===== src/hw/rtl/fbf_pkg.sv =====
// Shared types and constants for the flow-controlled byte FIFO.
package fbf_pkg;

   localparam int OP_W        = 3;
   localparam int BYTE_W      = 8;
   localparam int CNT_W       = 7;
   localparam int OCC_W       = 11;
   localparam int TOT_W       = 32;
   localparam int REQ_TDATA_W = 16;
   localparam int RSP_TDATA_W = 104;
   localparam int RSP_PAD_W   = RSP_TDATA_W - (BYTE_W + 1 + 2 * OCC_W + 2 * TOT_W + 2);

   // Operation codes
   localparam logic [OP_W-1:0] OP_WRITE = 3'd0;
   localparam logic [OP_W-1:0] OP_READ  = 3'd1;
   localparam logic [OP_W-1:0] OP_PEEK  = 3'd2;
   localparam logic [OP_W-1:0] OP_POP   = 3'd3;
   localparam logic [OP_W-1:0] OP_END   = 3'd4;
   localparam logic [OP_W-1:0] OP_NOP   = 3'd5;

   localparam logic [OCC_W-1:0] CAP_RESET = 11'd1024;

   // Classified command handed from the front to the back
   typedef struct packed {
      logic [OP_W-1:0]   op;
      logic [BYTE_W-1:0] byte_value;
      logic [CNT_W-1:0]  count;
   } cmd_type;

   // Result payload, last field in the lowest bits
   typedef struct packed {
      logic [RSP_PAD_W-1:0] pad;
      logic                 end_of_stream;
      logic                 ended_flag;
      logic [TOT_W-1:0]     total_read;
      logic [TOT_W-1:0]     total_written;
      logic [OCC_W-1:0]     free_space;
      logic [OCC_W-1:0]     occupancy;
      logic                 accepted;
      logic [BYTE_W-1:0]    data_byte;
   } rsp_data_type;

endpackage


===== src/hw/rtl/fbf_front.sv =====
// Front part: accepts request transactions, classifies them and queues them.
module fbf_front #(
   parameter int MAX_BURST = 64
) (
   input  logic                             clock,
   input  logic                             reset,
   input  logic                             req_tvalid,
   output logic                             req_tready,
   input  logic [fbf_pkg::REQ_TDATA_W-1:0]  req_tdata,
   input  logic [fbf_pkg::OP_W-1:0]         req_tuser,
   output logic                             cmd_valid,
   input  logic                             cmd_pop,
   output fbf_pkg::cmd_type                 cmd
);

   fbf_pkg::cmd_type           q_ff [2];
   logic                       wr_ptr_ff, wr_ptr_in;
   logic                       rd_ptr_ff, rd_ptr_in;
   logic [1:0]                 cnt_ff, cnt_in;
   fbf_pkg::cmd_type           cls;
   logic [fbf_pkg::CNT_W-1:0]  req_cnt;
   logic                       push;
   logic                       pop;

   // Classify: normalize the operation and saturate the count
   assign req_cnt = req_tdata[8 +: fbf_pkg::CNT_W];

   always_comb begin
      cls.byte_value = req_tdata[fbf_pkg::BYTE_W-1:0];
      cls.count      = (req_cnt > fbf_pkg::CNT_W'(MAX_BURST)) ?
                       fbf_pkg::CNT_W'(MAX_BURST) : req_cnt;
      case (req_tuser)
         fbf_pkg::OP_WRITE,
         fbf_pkg::OP_READ,
         fbf_pkg::OP_PEEK,
         fbf_pkg::OP_POP,
         fbf_pkg::OP_END: cls.op = req_tuser;
         default:         cls.op = fbf_pkg::OP_NOP;
      endcase
   end

   // Two-entry queue between the front and the back
   assign req_tready = (cnt_ff != 2'd2);
   assign push       = req_tvalid && req_tready;
   assign cmd_valid  = (cnt_ff != 2'd0);
   assign pop        = cmd_pop && cmd_valid;
   assign cmd        = q_ff[rd_ptr_ff];

   assign wr_ptr_in = push ? ~wr_ptr_ff : wr_ptr_ff;
   assign rd_ptr_in = pop ? ~rd_ptr_ff : rd_ptr_ff;

   always_comb begin
      cnt_in = cnt_ff;
      if (push && !pop) begin
         cnt_in = cnt_ff + 2'd1;
      end else if (pop && !push) begin
         cnt_in = cnt_ff - 2'd1;
      end
   end

   always_ff @(posedge clock) begin
      if (reset) begin
         wr_ptr_ff <= 1'b0;
         rd_ptr_ff <= 1'b0;
         cnt_ff    <= 2'd0;
      end else begin
         wr_ptr_ff <= wr_ptr_in;
         rd_ptr_ff <= rd_ptr_in;
         cnt_ff    <= cnt_in;
      end
   end

   // Store the classified transaction
   always_ff @(posedge clock) begin
      if (push) begin
         q_ff[wr_ptr_ff] <= cls;
      end
   end

endmodule


===== config.mk =====
export PLATFORM = sky130hd
export DESIGN_NAME = fbf_front
export DESIGN_NICKNAME = d
export VERILOG_FILES = /design/src/hw/rtl/fbf_pkg.sv /design/src/hw/rtl/fbf_front.sv
export SDC_FILE = /design/constraint.sdc
export NUM_CORES = 1
export LEC_CHECK = 0
export BUFFER_PORTS_ARGS = -buffer_cell sky130_fd_sc_hd__clkbuf_2
export CAP_MARGIN = 20
export CORE_MARGIN = 4
export CORE_UTILIZATION = 54
export CTS_CLUSTER_SIZE = 14
export DETAILED_ROUTE_END_ITERATION = 7
export PLACE_DENSITY = 0.91
export SLEW_MARGIN = 20
export SYNTH_ARGS = -nofsm -noshare
export SYNTH_HDL_FRONTEND = slang
export SYNTH_SLANG_ARGS = --single-unit

===== constraint.sdc =====
create_clock -name clock -period 3.55 [get_ports clock]
set_input_delay 0.5325 -clock clock [delete_from_list [all_inputs] [get_ports clock]]
set_output_delay 0.5325 -clock clock [all_outputs]
set_load 0.02 [all_outputs]

==> run summary, run 1 <==
Pre-antenna DRT Iters -> 3
Post-route DRC -> 0
Critical Path AT -> 1.78 ns
Yosys cell types -> 21
Layout fillers -> 198
CP endpoint kind -> primary output
Ys Warns -> 0
Status -> finished, final reports clean
DR iter-0 viols -> 19
Number of enable flip-flop cells after synthesis -> 36
Die W -> 62.06 um
#FFs+latches synth -> 41
Reg2reg path depth -> 2
Cell Pwr Density -> 738.2 nW/um^2
Min Tclk post-route -> 2.309 ns
Post-route non-filler standard cell count -> 166
Fmax -> 0.4331 GHz
Clock Sinks -> 41
Startpoint types -> register
Worst setup path class -> reg -> out
Die height -> 62.06 um
Post-Route Utilization -> 68.47%
Syn_nets -> 114
Total power -> 1.406 mW
Wire per inst -> 15.51 um
Number of max-cap violations -> 0
TritonCTS clock tree -> yes
Largest net degree at the start of global routing -> 19
Asr flop ratio synth -> 0%
Final wirelength -> 2.575 mm
Crit-path max cell delay -> 0.86 ns
Worst hold slack -> 0.3632 ns
CORE AREA -> 2781 um^2
Worst Hold Launch -> req_tdata[4]
Fraction of layout cells with a size suffix above 1 -> 51.11%
Final Skew -> 0.01194 ns
Vias per std cell -> 5.289
Slew headroom -> 44.32%
Number of global-route vias before repair -> 879
Worst r2r src -> cnt_ff[0]
Clock transition at path regs -> 0.12 ns
HP Class -> in -> reg
CTS buffer count -> 5
Synthesized area -> 1578 um^2
H-tree levels -> 2
Hold Buf Count CTS -> 0
Post-synth top area cell -> edfxtp_1
Ant. Diodes -> 0
Worst skew pair latency -> 0.35 ns
Initial antenna violation count -> 0
Top cells by area, synth -> edfxtp_1 (69%), mux2_2 (13%), dfxtp_1 (6.3%), nor2b_1 (2.8%), xor2_1 (1.7%)
Top FF cell, synth -> edfxtp_1
Peak supply drop -> 658.2 uV
Clock buffer depth -> 2
Slew of the pin with the lowest slew margin -> 0.8352 ns
Post-route cell area -> 1904 um^2
# resized after CTS -> 0
Critical Path Sink -> cmd[10]
Total negative slack -> 0 ns
Root Driver -> clkbuf_4
Post-DP Area -> 1802 um^2
Flop-to-flop setup slack -> 1.79 ns
First-pass GRT wire length -> 3.877 mm
WP data required -> 3.02 ns
Pre-CTS worst setup slack -> 1.584 ns
GP Congestion -> 0.7097
Core Rows -> 19
Initial core utilization -> 56.73%
Post-Syn Instances -> 90
Grt total ovfl -> 0
Final #Nets -> 158
DP Cell Count -> 158
Gr usage total -> 14.87%
Number of nets with antenna violations after routing -> 0
Final period utilization -> 65.04%
FF-to-FF End -> q_ff[1][5]
Sequential share of the synthesized area -> 74.86%
Final Max Slew Viols -> 0
Postcts setup bufs -> 0
# port buffers -> 41
Io pins -> 43
Leak -> 0.7553 nW
Crit path cell chain -> mux2_2, clkbuf_2
Worst Path Max Fanout -> 18
Setup Viol. Count Final -> 0
Hold Fails Final Rpt -> 0
Via count -> 878
HPWL after detailed placement -> 1.817 mm
Syn avg cell area -> 17.53 um^2
Die footprint -> 3851 um^2
RSZ-0062 raised after global routing -> false
Setup ws final -> 1.241 ns
Area Overhead vs Synth -> 20.70%
Slowest-stage cell, CP -> dfxtp_1
Share of the synthesized area in the top cell type -> 68.52%
-- power breakdown --
group	leakage (nW)	switching, mW	total (mW)	internal [mW]
registers	0.380	0.0538	0.662	0.608
clock network	0.0552	0.145	0.363	0.218
logic	0.320	0.217	0.381	0.164
-- Yosys cell counts, drive strengths merged (2+ instances only) --
library cell	count
clkbuf	2
mux2	18
a21oi	2
xor2	3
edfxtp	36
buf	2
nor2	3
o21ai	2
dfxtp	5
nor2b	7
-- worst min path at each step --
| stage | to | cells after the start |
|---|---|---|
| after floorplan | cnt_ff[1] | 2 |
| after global placement | rd_ptr_ff | 2 |
| after detailed placement | register | 2 |
| after CTS | q_ff[1][11] | 1 |
| after global routing | q_ff[1][8] | 1 |
| final | q_ff[1][11] | 1 |
-- placed cells by master, fill, tap and decap left out --
master	instances
ha_1	1
o21ai_0	2
a21oi_1	2
inv_1	1
clkinv_2	1
a21o_1	1
and2_1	1
or3_1	1
xor2_1	3
mux2_2	18
clkbuf_4	5
nor2_1	3
clkbuf_2	41
dfxtp_1	5
edfxtp_1	36
a21bo_2	1
nand3b_1	1
or2_2	1
bufinv_16	2
and3_1	1
nor2b_1	7
nand2b_1	1
-- critical path: cells and delay by family, from the launching register on --
| family | cells | cell delay (ns) |
|---|---|---|
| flip-flops | 1 | 0.86 |
| buffers and inverters | 1 | 0.16 |
| multiplexers | 1 | 0.42 |
-- sequential cells by signal, indices dropped and copies added, names as in the netlist, named ones only --
signal     count
wr_ptr_ff      1
q_ff          36
cnt_ff         2
rd_ptr_ff      1
-- kinds of logic after synthesis --
| group | count (synthesis) | synth area share (%) |
|---|---|---|
| buf+inv | 5 | 1.507 |
| compound gates | 6 | 2.379 |
| mux | 18 | 12.85 |
| flops | 41 | 74.86 |
| fa+ha+maj | 1 | 0.7929 |
| xor+xnor | 3 | 1.666 |
| simple gates | 16 | 5.949 |
-- routing by layer --
layer	routed length [um]	part of all wire, %	track usage, %
met1	982	38	15.42
met2	1267	49	24.26
met3	291	11	8.264
met4	34	1.3	7.273
met5	0	0	0
-- cell type report --
type | instances | area (um^2) | area share, %
Sequential cell | 41 | 1181 | 62.02
Multi-Input combinational cell | 44 | 372.9 | 19.58
Inverter | 1 | 3.754 | 0.1971
Clock inverter | 3 | 65.06 | 3.417
Timing Repair Buffer | 41 | 205.2 | 10.78
Tap cell | 31 | 38.79 | 2.037
Clock buffer | 5 | 37.54 | 1.971
Note: power is estimated with default switching activity, not from simulation.
==> run 2, diff against run 1 <==
--- a/config.mk
+++ b/config.mk
@@ -8,10 +8,10 @@
 export BUFFER_PORTS_ARGS = -buffer_cell sky130_fd_sc_hd__clkbuf_2
 export CAP_MARGIN = 20
 export CORE_MARGIN = 4
-export CORE_UTILIZATION = 54
+export CORE_UTILIZATION = 50
 export CTS_CLUSTER_SIZE = 14
 export DETAILED_ROUTE_END_ITERATION = 7
-export PLACE_DENSITY = 0.91
+export PLACE_DENSITY = 0.86
 export SLEW_MARGIN = 20
 export SYNTH_ARGS = -nofsm -noshare
 export SYNTH_HDL_FRONTEND = slang
==> constraint.sdc (replaced) <==
create_clock -name clock -period 2.4 [get_ports clock]
set_input_delay 0.36 -clock clock [delete_from_list [all_inputs] [get_ports clock]]
set_output_delay 0.36 -clock clock [all_outputs]
set_load 0.02 [all_outputs]
==> run 2 against run 1 <==
Hold slack worse by 0.14 ns. Die area up 6.9%. Cell count up 9.0%. Highest routed layer unchanged.
==> run summary, run 2 (synthesis gave the netlist of run 1 again) <==
Final wirelength -> 2.469 mm
CTS buffer count -> 5
Ant. Diodes -> 0
Setup Viol. Count Final -> 0
Final Max Slew Viols -> 0
Final period utilization -> 75.14%
Critical Path AT -> 1.44 ns
Min Tclk post-route -> 1.803 ns
Hold Buf Count CTS -> 0
Largest net degree at the start of global routing -> 19
HPWL after detailed placement -> 1.778 mm
Die W -> 64.18 um
Clock buffer depth -> 2
H-tree levels -> 2
Worst Path Max Fanout -> 18
Worst skew pair latency -> 0.32 ns
TritonCTS clock tree -> yes
Grt total ovfl -> 0
Leading cell type in the layout, fill and taps excluded -> clkbuf_2
Area Overhead vs Synth -> 19.35%
Vias per std cell -> 4.796
Slew headroom -> 52.92%
DR iter-0 viols -> 27
Fraction of layout cells with a size suffix above 1 -> 50.36%
Slew of the pin with the lowest slew margin -> 0.7055 ns
CORE AREA -> 3028 um^2
HP Class -> in -> reg
# port buffers -> 41
Number of nets with antenna violations after routing -> 0
Fmax -> 0.5545 GHz
Root Driver -> clkbuf_4
Via count -> 868
First-pass GRT wire length -> 4.036 mm
Commonest non-fill, non-tap cells in the layout -> clkbuf_2 (41), edfxtp_1 (36), mux2_2 (18), nor2b_1 (7)
Die footprint -> 4118 um^2
Wire per inst -> 13.64 um
Initial antenna violation count -> 0
Leak -> 0.7408 nW
# resized after CTS -> 0
Peak supply drop -> 571.6 uV
Io pins -> 43
Worst setup path class -> reg -> out
Setup ws final -> 0.5965 ns
Clock Sinks -> 41
Die height -> 64.18 um
Final Skew -> 0.007924 ns
Pre-CTS worst setup slack -> 0.7263 ns
Startpoint types -> register
Clock transition at path regs -> 0.11 ns
Largest register by flop count -> q_ff
Number of global-route vias before repair -> 896
RSZ-0062 raised after global routing -> false
Total negative slack -> 0 ns
Cell Pwr Density -> 983.1 nW/um^2
Core Rows -> 20
CP endpoint kind -> primary output
Gr usage total -> 13.19%
Pre-antenna DRT Iters -> 4
Post-route DRC -> 0
Biggest regs -> q_ff: 36 flops, cnt_ff: 2 flops
Max reg flops -> 36
Status -> finished, final reports clean
GP Congestion -> 0.6290
Final #Nets -> 160
Number of max-cap violations -> 0
Hold Fails Final Rpt -> 0
Initial core utilization -> 52.11%
Postcts setup bufs -> 0
WP data required -> 2.04 ns
## run 2: path summary, 6_finish.rpt
kind / from / cells after the start / end / slack (ns)
setup / recovery: register / 3 / cmd[5] / 0.60
hold / removal: req_tdata[1] / 1 / q_ff[0][8] / 0.22
hold reg to reg: rd_ptr_ff / 2 / rd_ptr_ff / 0.53
setup reg to reg: cnt_ff[0] / 3 / q_ff[0][11] / 0.72
## run 2: layout make-up
| cell class | count | area, um^2 |
|---|---|---|
| Tap cell | 44 | 55.05 |
| Sequential cell | 41 | 1181 |
| Clock inverter | 3 | 12.51 |
| Timing Repair Buffer | 43 | 220.2 |
| Multi-Input combinational cell | 44 | 372.9 |
| Fill cell | 240 | 1145 |
| Clock buffer | 5 | 37.54 |
| Inverter | 1 | 3.754 |
## run 2: report_power, final
group	switching [mW]	internal [mW]
clock	0.198	0.106
sequential	0.0379	0.898
combinational	0.359	0.253
total	0.594	1.26
## run 2: per-layer routing
| layer | vias up | share of wire [%] | global-route usage, % |
|---|---|---|---|
| met1 | 408 | 39 | 12.94 |
| li1 | 426 | - | - |
| met4 | 0 | 1.0 | 3.958 |
| met3 | 5 | 7.4 | 4.921 |
| met5 | - | 0 | 0 |
| met2 | 29 | 52 | 25.29 |
## run 2: worst max-delay path, stage by stage, from the launching register on
cell and delay [ns]:
dfxtp_1 0.32, buf_4 0.24, mux2_2 0.38, clkbuf_2 0.16
## run 2: through the flow
| step | power (mW) | instances | hold slack [ns] | utilization (%) | cell area (um^2) |
|---|---|---|---|---|---|
| 5_1_grt | 1.964 | 181 | 0.1954 | 62.19 | 1883 |
| 3_3_place_gp | 1.549 | 173 | 0.4895 | 60.54 | 1833 |
| 6_report | 1.851 | 181 | 0.2230 | 62.19 | 1883 |
| 3_5_place_dp | 1.576 | 173 | 0.4942 | 60.54 | 1833 |
| 4_1_cts | 1.877 | 181 | 0.2056 | 62.19 | 1883 |
| 2_1_floorplan | 1.389 | 90 | 0.4291 | - | 1578 |
==> run 3, diff against run 2 <==
==> constraint.sdc (replaced) <==
create_clock -name clock -period 1.8 [get_ports clock]
set_input_delay 0.27 -clock clock [delete_from_list [all_inputs] [get_ports clock]]
set_output_delay 0.27 -clock clock [all_outputs]
set_load 0.02 [all_outputs]
==> run 3 against run 2 <==
Via count increased by 1.5%. Register-to-register slack worse by 0.66 ns. Routed wire length up 2.8%. Critical path depth up 2. Clock power up 130%. Non-clock buffer count increased by 1. Worst setup slack worse by 0.54 ns. Global-route usage is 0.77 points higher. Die area unchanged. First-iteration DRC count is 41% lower. Critical endpoint is now cnt_ff[1].
==> run summary, run 3 (synthesis gave the netlist of run 1 again) <==
Initial core utilization -> 52.11%
Peak supply drop -> 951.3 uV
WP data required -> 2.07 ns
Fmax -> 0.5745 GHz
Core Rows -> 20
Area Overhead vs Synth -> 24.74%
Status -> finished, final reports clean
Leak -> 0.7780 nW
First-pass GRT wire length -> 4.326 mm
Die footprint -> 4118 um^2
Leading cell type in the layout, fill and taps excluded -> clkbuf_2
Min Tclk post-route -> 1.741 ns
Postcts setup bufs -> 0
DR iter-0 viols -> 16
Die W -> 64.18 um
CORE AREA -> 3028 um^2
Final period utilization -> 96.71%
Wire per inst -> 13.95 um
Hold Fails Final Rpt -> 0
TritonCTS clock tree -> yes
Grt total ovfl -> 0
Ant. Diodes -> 0
Final wirelength -> 2.539 mm
Slew of the pin with the lowest slew margin -> 0.3297 ns
Max reg flops -> 36
Slew headroom -> 77.79%
Startpoint types -> register
Number of nets with antenna violations after routing -> 0
Root Driver -> clkbuf_4
Setup Viol. Count Final -> 0
H-tree levels -> 2
Clock transition at path regs -> 0.12 ns
Total negative slack -> 0 ns
Post-route cell area -> 1968 um^2
Io pins -> 43
Worst hold slack -> 0.1149 ns
CP endpoint kind -> register
Worst Path Max Fanout -> 5
GP Congestion -> 0.6288
Cell Pwr Density -> 1434 nW/um^2
Slowest-stage cell, CP -> or3_1
HPWL after detailed placement -> 1.832 mm
Number of max-cap violations -> 0
Crit-path max cell delay -> 0.39 ns
Biggest regs -> q_ff: 36 flops, cnt_ff: 2 flops
# port buffers -> 41
Commonest non-fill, non-tap cells in the layout -> clkbuf_2 (41), edfxtp_1 (36), mux2_2 (18), nor2b_1 (7)
Largest net degree at the start of global routing -> 19
Crit path cell chain -> nand2b_1, and2_1, ha_1, or3_1, a21oi_1
Worst skew pair latency -> 0.33 ns
Pre-CTS worst setup slack -> 0.1115 ns
Via count -> 881
Largest register by flop count -> q_ff
Final #Nets -> 161
Number of global-route vias before repair -> 933
# resized after CTS -> 0
Vias per std cell -> 4.841
Die height -> 64.18 um
Gr usage total -> 13.96%
Clock Sinks -> 41
Pre-antenna DRT Iters -> 4
Critical Path AT -> 2.01 ns
Setup ws final -> 0.05920 ns
Post-DP Area -> 1866 um^2
Fraction of layout cells with a size suffix above 1 -> 52.17%
Post-route DRC -> 0
Hold Buf Count CTS -> 0
Initial antenna violation count -> 0
Final Skew -> 0.004318 ns
Layout fillers -> 231
RSZ-0062 raised after global routing -> false
Clock buffer depth -> 2
Final Max Slew Viols -> 0
CTS buffer count -> 5
HP Class -> in -> reg
Worst setup path class -> reg -> reg
## run 3: cell count changes in the layout (fill, tap and decap cells not counted), sizes merged
cell    change
bufinv      +2
clkinv      -2
buf         +1
## run 3: worst paths after layout
check,startpoint,to,slack [ns],cells past startpoint
hold reg to reg,cnt_ff[1],cnt_ff[1],0.54,2
hold / removal,req_tdata[5],q_ff[1][12],0.11,1
setup / recovery,cnt_ff[0],cnt_ff[1],0.06,5
setup reg to reg,cnt_ff[0],cnt_ff[1],0.06,5
## run 3: critical path: cells and delay by family (launching register included)
family | cells | cell delay [ns]
and+or+nand+nor | 3 | 0.82
adders and majority gates | 1 | 0.34
AOI/OAI and AO/OA | 1 | 0.16
DFF | 1 | 0.37
## run 3: where the power goes
group          total [mW]  switching, mW  internal [mW]
combinational       0.864          0.499          0.365
sequential           1.25         0.0505           1.20
clock               0.712          0.282          0.430
total                2.82          0.832           1.99
## run 3: layer usage
layer	GRT usage (%)	wire length [um]	share of wire [%]
met2	24.77	1371	54
met5	0	0	0
met3	4.394	179	7.1
met4	4.749	34	1.3
met1	15.78	953	38
## run 3: final cells by class
type	instances	area, um^2	share of cell area (%)
Tap cell	44	55.05	2.797
Multi-Input combinational cell	44	372.9	18.94
Inverter	1	3.754	0.1907
Sequential cell	41	1181	60.01
Timing Repair Buffer	44	252.7	12.84
Clock buffer	5	37.54	1.907
Clock inverter	3	65.06	3.306
## run 3: through the flow
stage | total power, mW | util (%) | cells
final | 2.823 | 65.00 | 182
after global routing | 2.970 | 65.00 | 182
after CTS | 2.856 | 65.00 | 182
after detailed placement | 2.142 | 61.61 | 174
after global placement | 2.096 | 61.61 | 174
after floorplan | 1.852 | - | 90
